### config.mk
export PLATFORM = sky130hd
export DESIGN_NAME = memory_map_bump_allocator_unit
export DESIGN_NICKNAME = d
export VERILOG_FILES = /design/src/rtl/mmba_pkg.sv /design/src/rtl/memory_map_bump_allocator_unit.sv
export SDC_FILE = /design/constraint.sdc
export NUM_CORES = 2
export LEC_CHECK = 0
export BUFFER_PORTS_ARGS = -buffer_cell sky130_fd_sc_hd__buf_2
export CAP_MARGIN = 20
export CORE_ASPECT_RATIO = 2
export CORE_MARGIN = 5
export CORE_UTILIZATION = 37
export CTS_BUF_LIST = sky130_fd_sc_hd__clkbuf_4 sky130_fd_sc_hd__clkbuf_8 sky130_fd_sc_hd__clkbuf_16
export DETAILED_ROUTE_END_ITERATION = 10
export PLACE_DENSITY = 0.64
export SKIP_LAST_GASP = 1
export SLEW_MARGIN = 25
export SYNTH_ARGS = -nofsm -noshare
export SYNTH_HDL_FRONTEND = slang
export SYNTH_SLANG_ARGS = --single-unit
### constraint.sdc
create_clock -name clock -period 15.75 [get_ports clock]
set_input_delay 0.7875 -clock clock [delete_from_list [all_inputs] [get_ports clock]]
set_output_delay 0.7875 -clock clock [all_outputs]
set_load 0.05 [all_outputs]
### src/rtl/mmba_pkg.sv
// Shared types and constants of the memory-map bump allocator.
// Holds the microcode table of the sequencer, the item and status codes
// and the register indexes. Depends on nothing else.
`default_nettype none

package mmba_pkg;

   // Packed widths of the stream payloads.
   localparam int REQ_TDATA_W = 168;
   localparam int RSP_TDATA_W = 72;

   localparam int CSR_INDEX_W = 2;
   localparam int COUNT_W     = 5;
   localparam int NEED_W      = 33;
   localparam int STEP_W      = 5;

   // Allocation sizes and raised region bases are rounded up to 16 byte boundaries.
   localparam logic [63:0] ALIGN_MASK  = 64'hF;
   localparam logic [63:0] RESET_BORDER = 64'd1048576;

   localparam logic [CSR_INDEX_W-1:0] CSR_WINDOW_BASE  = 2'd0;
   localparam logic [CSR_INDEX_W-1:0] CSR_START_BORDER = 2'd1;
   localparam logic [CSR_INDEX_W-1:0] CSR_ENTRY_COUNT  = 2'd2;

   typedef enum logic [1:0] {
      OP_WRITE_ENTRY = 2'd0,
      OP_OPEN        = 2'd1,
      OP_ALLOCATE    = 2'd2,
      OP_TERMINATE   = 2'd3
   } op_type;

   typedef enum logic [1:0] {
      STATUS_OK        = 2'd0,
      STATUS_CLOSED    = 2'd1,
      STATUS_NO_MEMORY = 2'd2
   } status_type;

   // Addresses of the microcode program.
   typedef enum logic [STEP_W-1:0] {
      ST_IDLE      = 5'd0,
      ST_DEC_WRITE = 5'd1,
      ST_DEC_OPEN  = 5'd2,
      ST_DEC_TERM  = 5'd3,
      ST_CHK_OPEN  = 5'd4,
      ST_SCAN      = 5'd5,
      ST_LOAD      = 5'd6,
      ST_TEST      = 5'd7,
      ST_DIFF      = 5'd8,
      ST_FIT       = 5'd9,
      ST_NEXT      = 5'd10,
      ST_TAKE      = 5'd11,
      ST_NO_MEM    = 5'd12,
      ST_CLOSED    = 5'd13,
      ST_WRITE     = 5'd14,
      ST_OPEN      = 5'd15,
      ST_TERM      = 5'd16,
      ST_EMIT      = 5'd17,
      ST_RETURN    = 5'd18
   } step_type;

   typedef enum logic [3:0] {
      C_NEVER,
      C_ALWAYS,
      C_NO_REQ,
      C_OP_WRITE,
      C_OP_OPEN,
      C_OP_TERM,
      C_CLOSED,
      C_SCAN_DONE,
      C_SKIP,
      C_FIT,
      C_OUT_BUSY
   } cond_type;

   typedef enum logic [3:0] {
      A_NONE,
      A_LATCH,
      A_LOAD,
      A_RAISE,
      A_DIFF,
      A_NEXT,
      A_TAKE,
      A_NO_MEM,
      A_CLOSED,
      A_WRITE,
      A_OPEN,
      A_TERM,
      A_EMIT
   } action_type;

   typedef struct packed {
      cond_type   cond;
      step_type   target;
      action_type action;
      logic       take_req;
   } ctrl_word_type;

   function automatic ctrl_word_type ucode_word(input cond_type c, input step_type t,
                                                input action_type a, input logic r);
      ctrl_word_type w;
      w.cond     = c;
      w.target   = t;
      w.action   = a;
      w.take_req = r;
      return w;
   endfunction

   // The program: when the condition holds the step jumps to its target,
   // otherwise it falls through to the next address.
   function automatic ctrl_word_type ucode_rom(input step_type step);
      ctrl_word_type w;
      case (step)
         ST_IDLE:      w = ucode_word(C_NO_REQ,    ST_IDLE,   A_LATCH,  1'b1);
         ST_DEC_WRITE: w = ucode_word(C_OP_WRITE,  ST_WRITE,  A_NONE,   1'b0);
         ST_DEC_OPEN:  w = ucode_word(C_OP_OPEN,   ST_OPEN,   A_NONE,   1'b0);
         ST_DEC_TERM:  w = ucode_word(C_OP_TERM,   ST_TERM,   A_NONE,   1'b0);
         ST_CHK_OPEN:  w = ucode_word(C_CLOSED,    ST_CLOSED, A_NONE,   1'b0);
         ST_SCAN:      w = ucode_word(C_SCAN_DONE, ST_NO_MEM, A_NONE,   1'b0);
         ST_LOAD:      w = ucode_word(C_NEVER,     ST_IDLE,   A_LOAD,   1'b0);
         ST_TEST:      w = ucode_word(C_SKIP,      ST_NEXT,   A_RAISE,  1'b0);
         ST_DIFF:      w = ucode_word(C_NEVER,     ST_IDLE,   A_DIFF,   1'b0);
         ST_FIT:       w = ucode_word(C_FIT,       ST_TAKE,   A_NONE,   1'b0);
         ST_NEXT:      w = ucode_word(C_ALWAYS,    ST_SCAN,   A_NEXT,   1'b0);
         ST_TAKE:      w = ucode_word(C_ALWAYS,    ST_EMIT,   A_TAKE,   1'b0);
         ST_NO_MEM:    w = ucode_word(C_ALWAYS,    ST_EMIT,   A_NO_MEM, 1'b0);
         ST_CLOSED:    w = ucode_word(C_ALWAYS,    ST_EMIT,   A_CLOSED, 1'b0);
         ST_WRITE:     w = ucode_word(C_ALWAYS,    ST_EMIT,   A_WRITE,  1'b0);
         ST_OPEN:      w = ucode_word(C_ALWAYS,    ST_EMIT,   A_OPEN,   1'b0);
         ST_TERM:      w = ucode_word(C_ALWAYS,    ST_EMIT,   A_TERM,   1'b0);
         ST_EMIT:      w = ucode_word(C_OUT_BUSY,  ST_EMIT,   A_EMIT,   1'b0);
         ST_RETURN:    w = ucode_word(C_ALWAYS,    ST_IDLE,   A_NONE,   1'b0);
         default:      w = ucode_word(C_ALWAYS,    ST_IDLE,   A_NONE,   1'b0);
      endcase
      return w;
   endfunction

endpackage

`default_nettype wire

### src/rtl/memory_map_bump_allocator_unit.sv
// Top level of the memory-map bump allocator: microcoded sequencer,
// region table memory and the 64-bit datapath. Depends on mmba_pkg.
`default_nettype none

// Channel  Direction  Handshake              Payload
// req      in         req_tvalid/req_tready  req_tdata: one operation item
// rsp      out        rsp_tvalid/rsp_tready  rsp_tdata: address and status
// csr      in         csr_valid/csr_ready    csr_index, csr_wdata
//
// An item is decoded and worked on, and its result emitted, before the sequencer
// passes its return step back to idle, where the next item can be accepted. An
// open allocation scans the table entries in order: each entry is loaded from the
// registered table read, tested and either skipped or, after its remaining room is
// formed, checked for fit. A closed allocator or a scan that runs out of entries
// gives a status and a zero address.
// Reset is synchronous; no clearing pass is needed. A stalled result holds
// the sequencer at its emit step; a result already waiting does not stop the
// next item being accepted and worked on.

module memory_map_bump_allocator_unit #(
   parameter int MAX_REGIONS = 16,
   parameter int PAGE_SHIFT  = 12
) (
   input  logic                                clock,
   input  logic                                reset,
   input  logic                                req_tvalid,
   output logic                                req_tready,
   // operation[1:0], entry_index[5:2], entry_start[69:6], entry_size[133:70],
   // entry_is_usable[134], alloc_size[166:135], zero[167]
   input  logic [mmba_pkg::REQ_TDATA_W-1:0]    req_tdata,
   output logic                                rsp_tvalid,
   input  logic                                rsp_tready,
   // address[63:0], status[65:64], zero[71:66]
   output logic [mmba_pkg::RSP_TDATA_W-1:0]    rsp_tdata,
   input  logic                                csr_valid,
   output logic                                csr_ready,
   input  logic [mmba_pkg::CSR_INDEX_W-1:0]    csr_index,
   input  logic [63:0]                         csr_wdata
);
   import mmba_pkg::*;

   localparam int IDX_W = (MAX_REGIONS > 1) ? $clog2(MAX_REGIONS) : 1;
   localparam int CNT_W = $clog2(MAX_REGIONS + 1);
   localparam int LIM_W = (CNT_W > COUNT_W) ? CNT_W : COUNT_W;
   localparam logic [LIM_W-1:0] MAX_LIM   = LIM_W'(MAX_REGIONS);
   localparam logic [63:0]      PAGE_MASK = (64'd1 << PAGE_SHIFT) - 64'd1;

   // Sequencer.
   step_type      step_ff, step_in;
   ctrl_word_type ctrl;
   logic          cond_hit;
   logic          req_accept;
   logic          csr_write;
   logic          out_busy;

   // Control state.
   logic [63:0]        window_base_ff;
   logic [COUNT_W-1:0] entry_count_ff;
   logic [63:0]        border_ff;
   logic [CNT_W-1:0]   scan_ff;
   logic               is_open_ff;
   logic               usable_ff [MAX_REGIONS];
   logic               rsp_tvalid_ff;

   // Latched item.
   op_type            item_op_ff;
   logic [3:0]        item_index_ff;
   logic [63:0]       item_start_ff;
   logic [63:0]       item_size_ff;
   logic              item_usable_ff;
   logic [NEED_W-1:0] need_ff;
   logic [NEED_W-1:0] need_in;

   // Region table.
   logic [63:0]       base_mem [MAX_REGIONS];
   logic [63:0]       len_mem  [MAX_REGIONS];
   logic [IDX_W-1:0]  wr_idx;
   logic [IDX_W-1:0]  rd_idx;
   logic              wr_en;
   logic [63:0]       rd_base_ff;
   logic [63:0]       rd_len_ff;
   logic              rd_usable_ff;

   // Datapath.
   logic [63:0]       end_ff;
   logic [63:0]       rnd_ff;
   logic              rnd_ovf_ff;
   logic [64:0]       rnd_sum;
   logic [63:0]       remain_ff;
   logic              le_ff;
   logic [63:0]       res_addr_ff;
   status_type        res_status_ff;
   logic [63:0]       rsp_addr_ff;
   status_type        rsp_status_ff;
   logic [LIM_W-1:0]  count_ext;
   logic [LIM_W-1:0]  limit;
   logic              scan_done;
   logic              border_lt_end;
   logic              border_lt_base;
   logic              skip;
   logic              fit;

   assign req_accept = req_tvalid && req_tready;
   assign csr_write  = csr_valid && csr_ready;
   assign req_tready = ctrl.take_req;
   assign csr_ready  = 1'b1;
   assign out_busy   = rsp_tvalid_ff && !rsp_tready;
   assign rsp_tvalid = rsp_tvalid_ff;
   assign rsp_tdata  = {6'b0, rsp_status_ff, rsp_addr_ff};

   assign need_in = ({1'b0, req_tdata[166:135]} + NEED_W'(ALIGN_MASK)) & ~NEED_W'(ALIGN_MASK);

   assign wr_idx = IDX_W'(item_index_ff);
   assign rd_idx = scan_ff[IDX_W-1:0];
   assign wr_en  = (ctrl.action == A_WRITE) && (int'(item_index_ff) < MAX_REGIONS);

   // An entry count above the table size scans the whole table only.
   assign count_ext = LIM_W'(entry_count_ff);
   assign limit     = (count_ext > MAX_LIM) ? MAX_LIM : count_ext;
   assign scan_done = LIM_W'(scan_ff) >= limit;

   assign border_lt_end  = border_ff < end_ff;
   assign border_lt_base = border_ff < rd_base_ff;
   assign skip = !rd_usable_ff || !border_lt_end || (border_lt_base && rnd_ovf_ff);
   assign fit  = le_ff && (remain_ff >= 64'(need_ff));

   assign rnd_sum = {1'b0, rd_base_ff} + {1'b0, ALIGN_MASK};

   always_comb begin
      ctrl = ucode_rom(step_ff);
   end

   always_comb begin
      case (ctrl.cond)
         C_NEVER:     cond_hit = 1'b0;
         C_ALWAYS:    cond_hit = 1'b1;
         C_NO_REQ:    cond_hit = !req_accept;
         C_OP_WRITE:  cond_hit = item_op_ff == OP_WRITE_ENTRY;
         C_OP_OPEN:   cond_hit = item_op_ff == OP_OPEN;
         C_OP_TERM:   cond_hit = item_op_ff == OP_TERMINATE;
         C_CLOSED:    cond_hit = !is_open_ff;
         C_SCAN_DONE: cond_hit = scan_done;
         C_SKIP:      cond_hit = skip;
         C_FIT:       cond_hit = fit;
         C_OUT_BUSY:  cond_hit = out_busy;
         default:     cond_hit = 1'b0;
      endcase
   end

   always_comb begin
      if (cond_hit) begin
         step_in = ctrl.target;
      end else begin
         step_in = step_type'(STEP_W'(step_ff) + STEP_W'(1));
      end
   end

   always_ff @(posedge clock) begin
      if (reset) begin
         step_ff        <= ST_IDLE;
         window_base_ff <= '0;
         entry_count_ff <= '0;
         border_ff      <= RESET_BORDER;
         scan_ff        <= '0;
         is_open_ff     <= 1'b0;
         rsp_tvalid_ff  <= 1'b0;
      end else begin
         step_ff <= step_in;

         if (csr_write) begin
            case (csr_index)
               CSR_WINDOW_BASE:  window_base_ff <= csr_wdata;
               CSR_START_BORDER: border_ff      <= csr_wdata;
               CSR_ENTRY_COUNT:  entry_count_ff <= csr_wdata[COUNT_W-1:0];
               default: ;
            endcase
         end

         // A border raised to a region base stays raised even if the entry
         // then turns out to be too small.
         if (ctrl.action == A_RAISE && !skip && border_lt_base) begin
            border_ff <= rnd_ff;
         end
         if (ctrl.action == A_TAKE) begin
            border_ff <= border_ff + 64'(need_ff);
         end

         if (ctrl.action == A_NEXT) begin
            scan_ff <= scan_ff + CNT_W'(1);
         end

         if (ctrl.action == A_OPEN) begin
            is_open_ff <= 1'b1;
         end else if (ctrl.action == A_TERM) begin
            is_open_ff <= 1'b0;
         end

         if (ctrl.action == A_EMIT && !out_busy) begin
            rsp_tvalid_ff <= 1'b1;
         end else if (rsp_tready) begin
            rsp_tvalid_ff <= 1'b0;
         end
      end
   end

   always_ff @(posedge clock) begin
      if (reset) begin
         usable_ff <= '{default: 1'b0};
      end else if (wr_en) begin
         usable_ff[wr_idx] <= item_usable_ff;
      end
   end

   // Region table: one write port, one registered read port at the scan index.
   always_ff @(posedge clock) begin
      if (wr_en) begin
         base_mem[wr_idx] <= item_start_ff;
         len_mem[wr_idx]  <= item_size_ff;
      end
      rd_base_ff   <= base_mem[rd_idx];
      rd_len_ff    <= len_mem[rd_idx];
      rd_usable_ff <= usable_ff[rd_idx];
   end

   always_ff @(posedge clock) begin
      if (ctrl.action == A_LATCH && req_accept) begin
         item_op_ff     <= op_type'(req_tdata[1:0]);
         item_index_ff  <= req_tdata[5:2];
         item_start_ff  <= req_tdata[69:6];
         item_size_ff   <= req_tdata[133:70];
         item_usable_ff <= req_tdata[134];
         need_ff        <= need_in;
      end

      case (ctrl.action)
         A_LOAD: begin
            end_ff     <= rd_base_ff + rd_len_ff;
            rnd_ff     <= rnd_sum[63:0] & ~ALIGN_MASK;
            rnd_ovf_ff <= rnd_sum[64];
         end
         A_DIFF: begin
            remain_ff <= end_ff - border_ff;
            le_ff     <= border_ff <= end_ff;
         end
         A_TAKE: begin
            res_addr_ff   <= window_base_ff + border_ff;
            res_status_ff <= STATUS_OK;
         end
         A_NO_MEM: begin
            res_addr_ff   <= '0;
            res_status_ff <= STATUS_NO_MEMORY;
         end
         A_CLOSED: begin
            res_addr_ff   <= '0;
            res_status_ff <= STATUS_CLOSED;
         end
         A_WRITE, A_OPEN: begin
            res_addr_ff   <= '0;
            res_status_ff <= STATUS_OK;
         end
         A_TERM: begin
            res_addr_ff   <= (border_ff + PAGE_MASK) & ~PAGE_MASK;
            res_status_ff <= STATUS_OK;
         end
         A_EMIT: begin
            if (!out_busy) begin
               rsp_addr_ff   <= res_addr_ff;
               rsp_status_ff <= res_status_ff;
            end
         end
         default: ;
      endcase
   end

endmodule

`default_nettype wire
==> flow_summary.json <==
{
  "async_reset_ff_share_pct": 0,
  "drv_slew": 0,
  "synth_area_leader_cell": "edfxtp_1",
  "grt_usage_pct": 18.5,
  "root_buffer": "clkbuf_16",
  "cpPeakStageDelay_ns": 0.75,
  "crit_path_max_fanout": 12,
  "clock_path_buffers": 4,
  "io_pins": 314,
  "drc": 0,
  "start_kind": "register",
  "worstPathCellList": "inv_1 -> ha_1 -> nand2_1 -> a21oi_1 -> a211oi_1 -> a31oi_1 -> buf_4 -> a22oi_2 -> o221ai_2 -> nand3_2 -> mux2i_1 -> inv_1 -> ha_1 -> a21oi_1 -> mux2i_1 -> a21oi_1 -> a32o_1 -> nor3_1",
  "synth.avg_cell_area_um2": 16.6,
  "initial_core_util_pct": 37.2,
  "cts_buffers": 245,
  "drive_gt1_share_pct": 20.0,
  "wl_per_cell_um": 26.2,
  "fin_skew_ns": 0.122,
  "hold_path_class": "in2reg",
  "ys_top_cells_by_area": "edfxtp_1, mux4_2, dfxtp_1, ha_1, xnor2_1",
  "whs_ns": 0.0573,
  "slowest_stage": "a211oi_1",
  "crit_type": "reg2reg",
  "setup_ws_ns": 9.79,
  "ir_worst_vdd_v": 0.000106,
  "fmax_mhz": 168,
  "r2r_setup_slack_ns": 9.79,
  "coreArea_um2": 323000,
  "holdPathEnd": "item_start_ff[34]",
  "rows": 295,
  "synth_seq_cells": 2838,
  "synth.distinct_cells": 94,
  "cp_common_cell": "a21oi_1",
  "worst_ep_required_time_ns": 16.55,
  "grt.met3_usage_pct": 2.46,
  "outcome": "finished with violations",
  "drt_first_pass_iters": 5,
  "clkSinkCount": 2838,
  "dieWidth_um": 413,
  "synthDominantCellAreaShare_pct": 63.4,
  "r2r_cells": 18,
  "viasPerCell": 5.52,
  "vias": 66884,
  "grt_pass1_wl_um": 462000,
  "grt_start_max_net_pins": 138,
  "first_iter_violations": 5366,
  "grt_pass1_vias": 68980,
  "crit_path_end_kind": "register",
  "setup_tns_ns": 0,
  "whs_path_depth": 1,
  "setup_viol": 0,
  "synth_area_um2": 120000,
  "cp.arrival_ns": 6.75,
  "fin_crit_sh_pct": 37.8,
  "wl_um": 317000,
  "die_area_um2": 337000,
  "gp_congestion": 0.939,
  "ctsResizeCount": 0,
  "fin_nets": 8146,
  "synth-seq-area-share_pct": 68.5,
  "hold_start": "req_tdata[40]",
  "die_h_um": 816,
  "area_growth_pct": 13.0,
  "p_per_area_nw_per_um2": 134,
  "maxCapViolCount": 0,
  "violations": "antenna rules",
  "grt_use_met1_pct": 23.3,
  "final_antenna_net_count": 1,
  "synth_enable_flop_cells": 2534,
  "cts.clk_slew.worst_paths_ns": 0.07,
  "antenna_found_initial": 43,
  "htree_num_levels": 4,
  "p_leak_nw": 43.8,
  "cts_tree": "yes",
  "rsz0062_at_grt": "false",
  "pre_cts_slack_ns": 9.69,
  "grt_overflow": 0,
  "numPortBuffers": 305,
  "busiest_layer": "met2",
  "synthCells": 7234,
  "met2_usage_pct": 32.4,
  "post-dp-hpwl_um": 200000,
  "synth_flop_cell": "edfxtp_1",
  "yosysWarnings": 0,
  "tightestPinTransition_ns": 1.12,
  "timing.rr.end": "ctrl[10]",
  "post-route-util_pct": 42.0,
  "finalHoldViolCount": 0,
  "r2r_start": "border_ff[12]",
  "fin_crit_ns": 5.96,
  "insertion_delay_ns": 0.93,
  "slew-limit-headroom_pct": 25.0
}
## Yosys cell counts, types with 7 or more instances
cell and instances:
edfxtp_1 2534, mux4_2 645, nand2_1 437, a21oi_1 409, ha_1 326, dfxtp_1 304, nor2_1 289, xnor2_1 285
inv_1 258, clkbuf_1 240, o21ai_0 196, a21o_1 123, nand3_1 117, nand4_1 95, nor3_1 85, xor2_1 83
a211oi_1 68, buf_1 64, o22ai_1 64, nand2b_1 45, mux2i_1 44, nor2b_1 40, nor4_1 37, a31oi_1 35
o21bai_1 34, and3_1 32, o21a_1 32, o211ai_1 26, buf_2 21, a221oi_1 17, o31ai_1 16, or2_2 13
a211o_1 11, and4_1 11, or4_1 11, or3_1 10, a2111oi_0 9, buf_4 9, nand3b_1 9, a22oi_1 8
a41oi_1 8, a21boi_0 7, a311oi_1 7, a31o_2 7, and2_1 7
## final cells by class
cell class              instances  area [µm²]
inverters                     259         975
clock inverters               163        1890
clock buffers                 289        6580
flip-flops and latches       2838       82200
fillers                     28433      187000
multi-input cells            3807       35800
diodes                         22        55.1
well taps                    4306        5390
repair buffers                426        2760
## cell families (layout without fill, tap and decap cells)
family | after synthesis | after routing | synth area share (%)
buffers and inverters | 594 | 1137 | 1.92
multiplexers | 691 | 691 | 12.5
adder cells (fa/ha/maj) | 330 | 330 | 3.46
other | 2 | 29 | 0.00626
flip-flops | 2838 | 2838 | 68.5
AND/OR/NAND/NOR | 1261 | 1261 | 4.97
AO/OA/AOI/OAI | 1150 | 1150 | 6.00
XOR/XNOR | 368 | 368 | 2.68
## routing by layer
layer,vias to the layer above,routed length [µm]
li1,29263,-
met1,34500,124000
met2,2505,162000
met3,600,19400
met4,16,12300
met5,-,97
## state kept, by name, indices dropped and copies added (netlist names), 2 cells and up
register        count
item_size_ff       64
rnd_ff             60
res_addr_ff        64
rd_len_ff          64
ctrl               14
remain_ff          64
end_ff             64
usable_ff          16
res_status_ff       2
rsp_addr_ff        64
count_ext           5
item_index_ff       4
rsp_status_ff       2
window_base_ff     64
base_mem         1024
need_ff            29
item_start_ff      64
len_mem          1024
item_op_ff          2
rd_base_ff         64
border_ff          64
step_ff             5
scan_ff             5
## report_power, final
| part | switching (mW) | internal (mW) | total [mW] |
|---|---|---|---|
| Clock | 2.75 | 3.58 | 6.34 |
| Sequential | 0.468 | 8.88 | 9.35 |
| Combinational | 1.41 | 1.04 | 2.45 |
## how the worst max path moves through the flow
stage | startpoint | cells past startpoint | end
final | border_ff[12] | 18 | ctrl[10]
after global routing | border_ff[11] | 17 | ctrl[10]
after CTS | border_ff[11] | 17 | ctrl[10]
after detailed placement | border_ff[11] | 17 | ctrl[10]
after global placement | border_ff[11] | 17 | ctrl[10]
after floorplan | ctrl[1] | 8 | usable_ff[15]
## what timing repair did
action,CTS,global route
setup buffers,0,0
hold endpoints to repair,21,0
hold buffers,21,0
## stage by stage
step | area, µm² | cells | total power [mW]
floorplan | 120000 | 7239 | 11.1
global placement | 127000 | 11608 | 11.9
detailed placement | 127000 | 11613 | 12.0
CTS | 136000 | 12086 | 18.3
global route | 136000 | 12098 | 18.8
finish | 136000 | 12110 | 18.1
## placed cells by master (no fill, tap or decap), drive strengths merged, types with 34 or more instances in the layout
cell	synthesis	final
nand2b	45	45
o22ai	64	64
xnor2	285	285
buf	95	405
clkinv	0	91
clkbuf	240	289
nand2	437	437
dfxtp	304	304
nor3	86	86
nand3	119	119
nand4	96	96
nor4	39	39
ha	326	326
mux2i	45	45
xor2	83	83
a211oi	68	68
nor2	289	289
o21bai	34	34
a31oi	35	35
a21oi	409	409
a21o	123	123
o21ai	202	202
edfxtp	2534	2534
inv	259	267
bufinv	0	36
nor2b	40	40
mux4	645	645
## critical path, delay by kind of cell (launching register included)
| kind | cells | cell delay, ns |
|---|---|---|
| buffers and inverters | 3 | 0.76 |
| and+or+nand+nor | 3 | 0.51 |
| AOI/OAI and AO/OA | 8 | 2.28 |
| muxes | 2 | 0.84 |
| DFF | 1 | 0.57 |
| adders and majority gates | 2 | 0.88 |
Power figures use the tool's default switching activity.
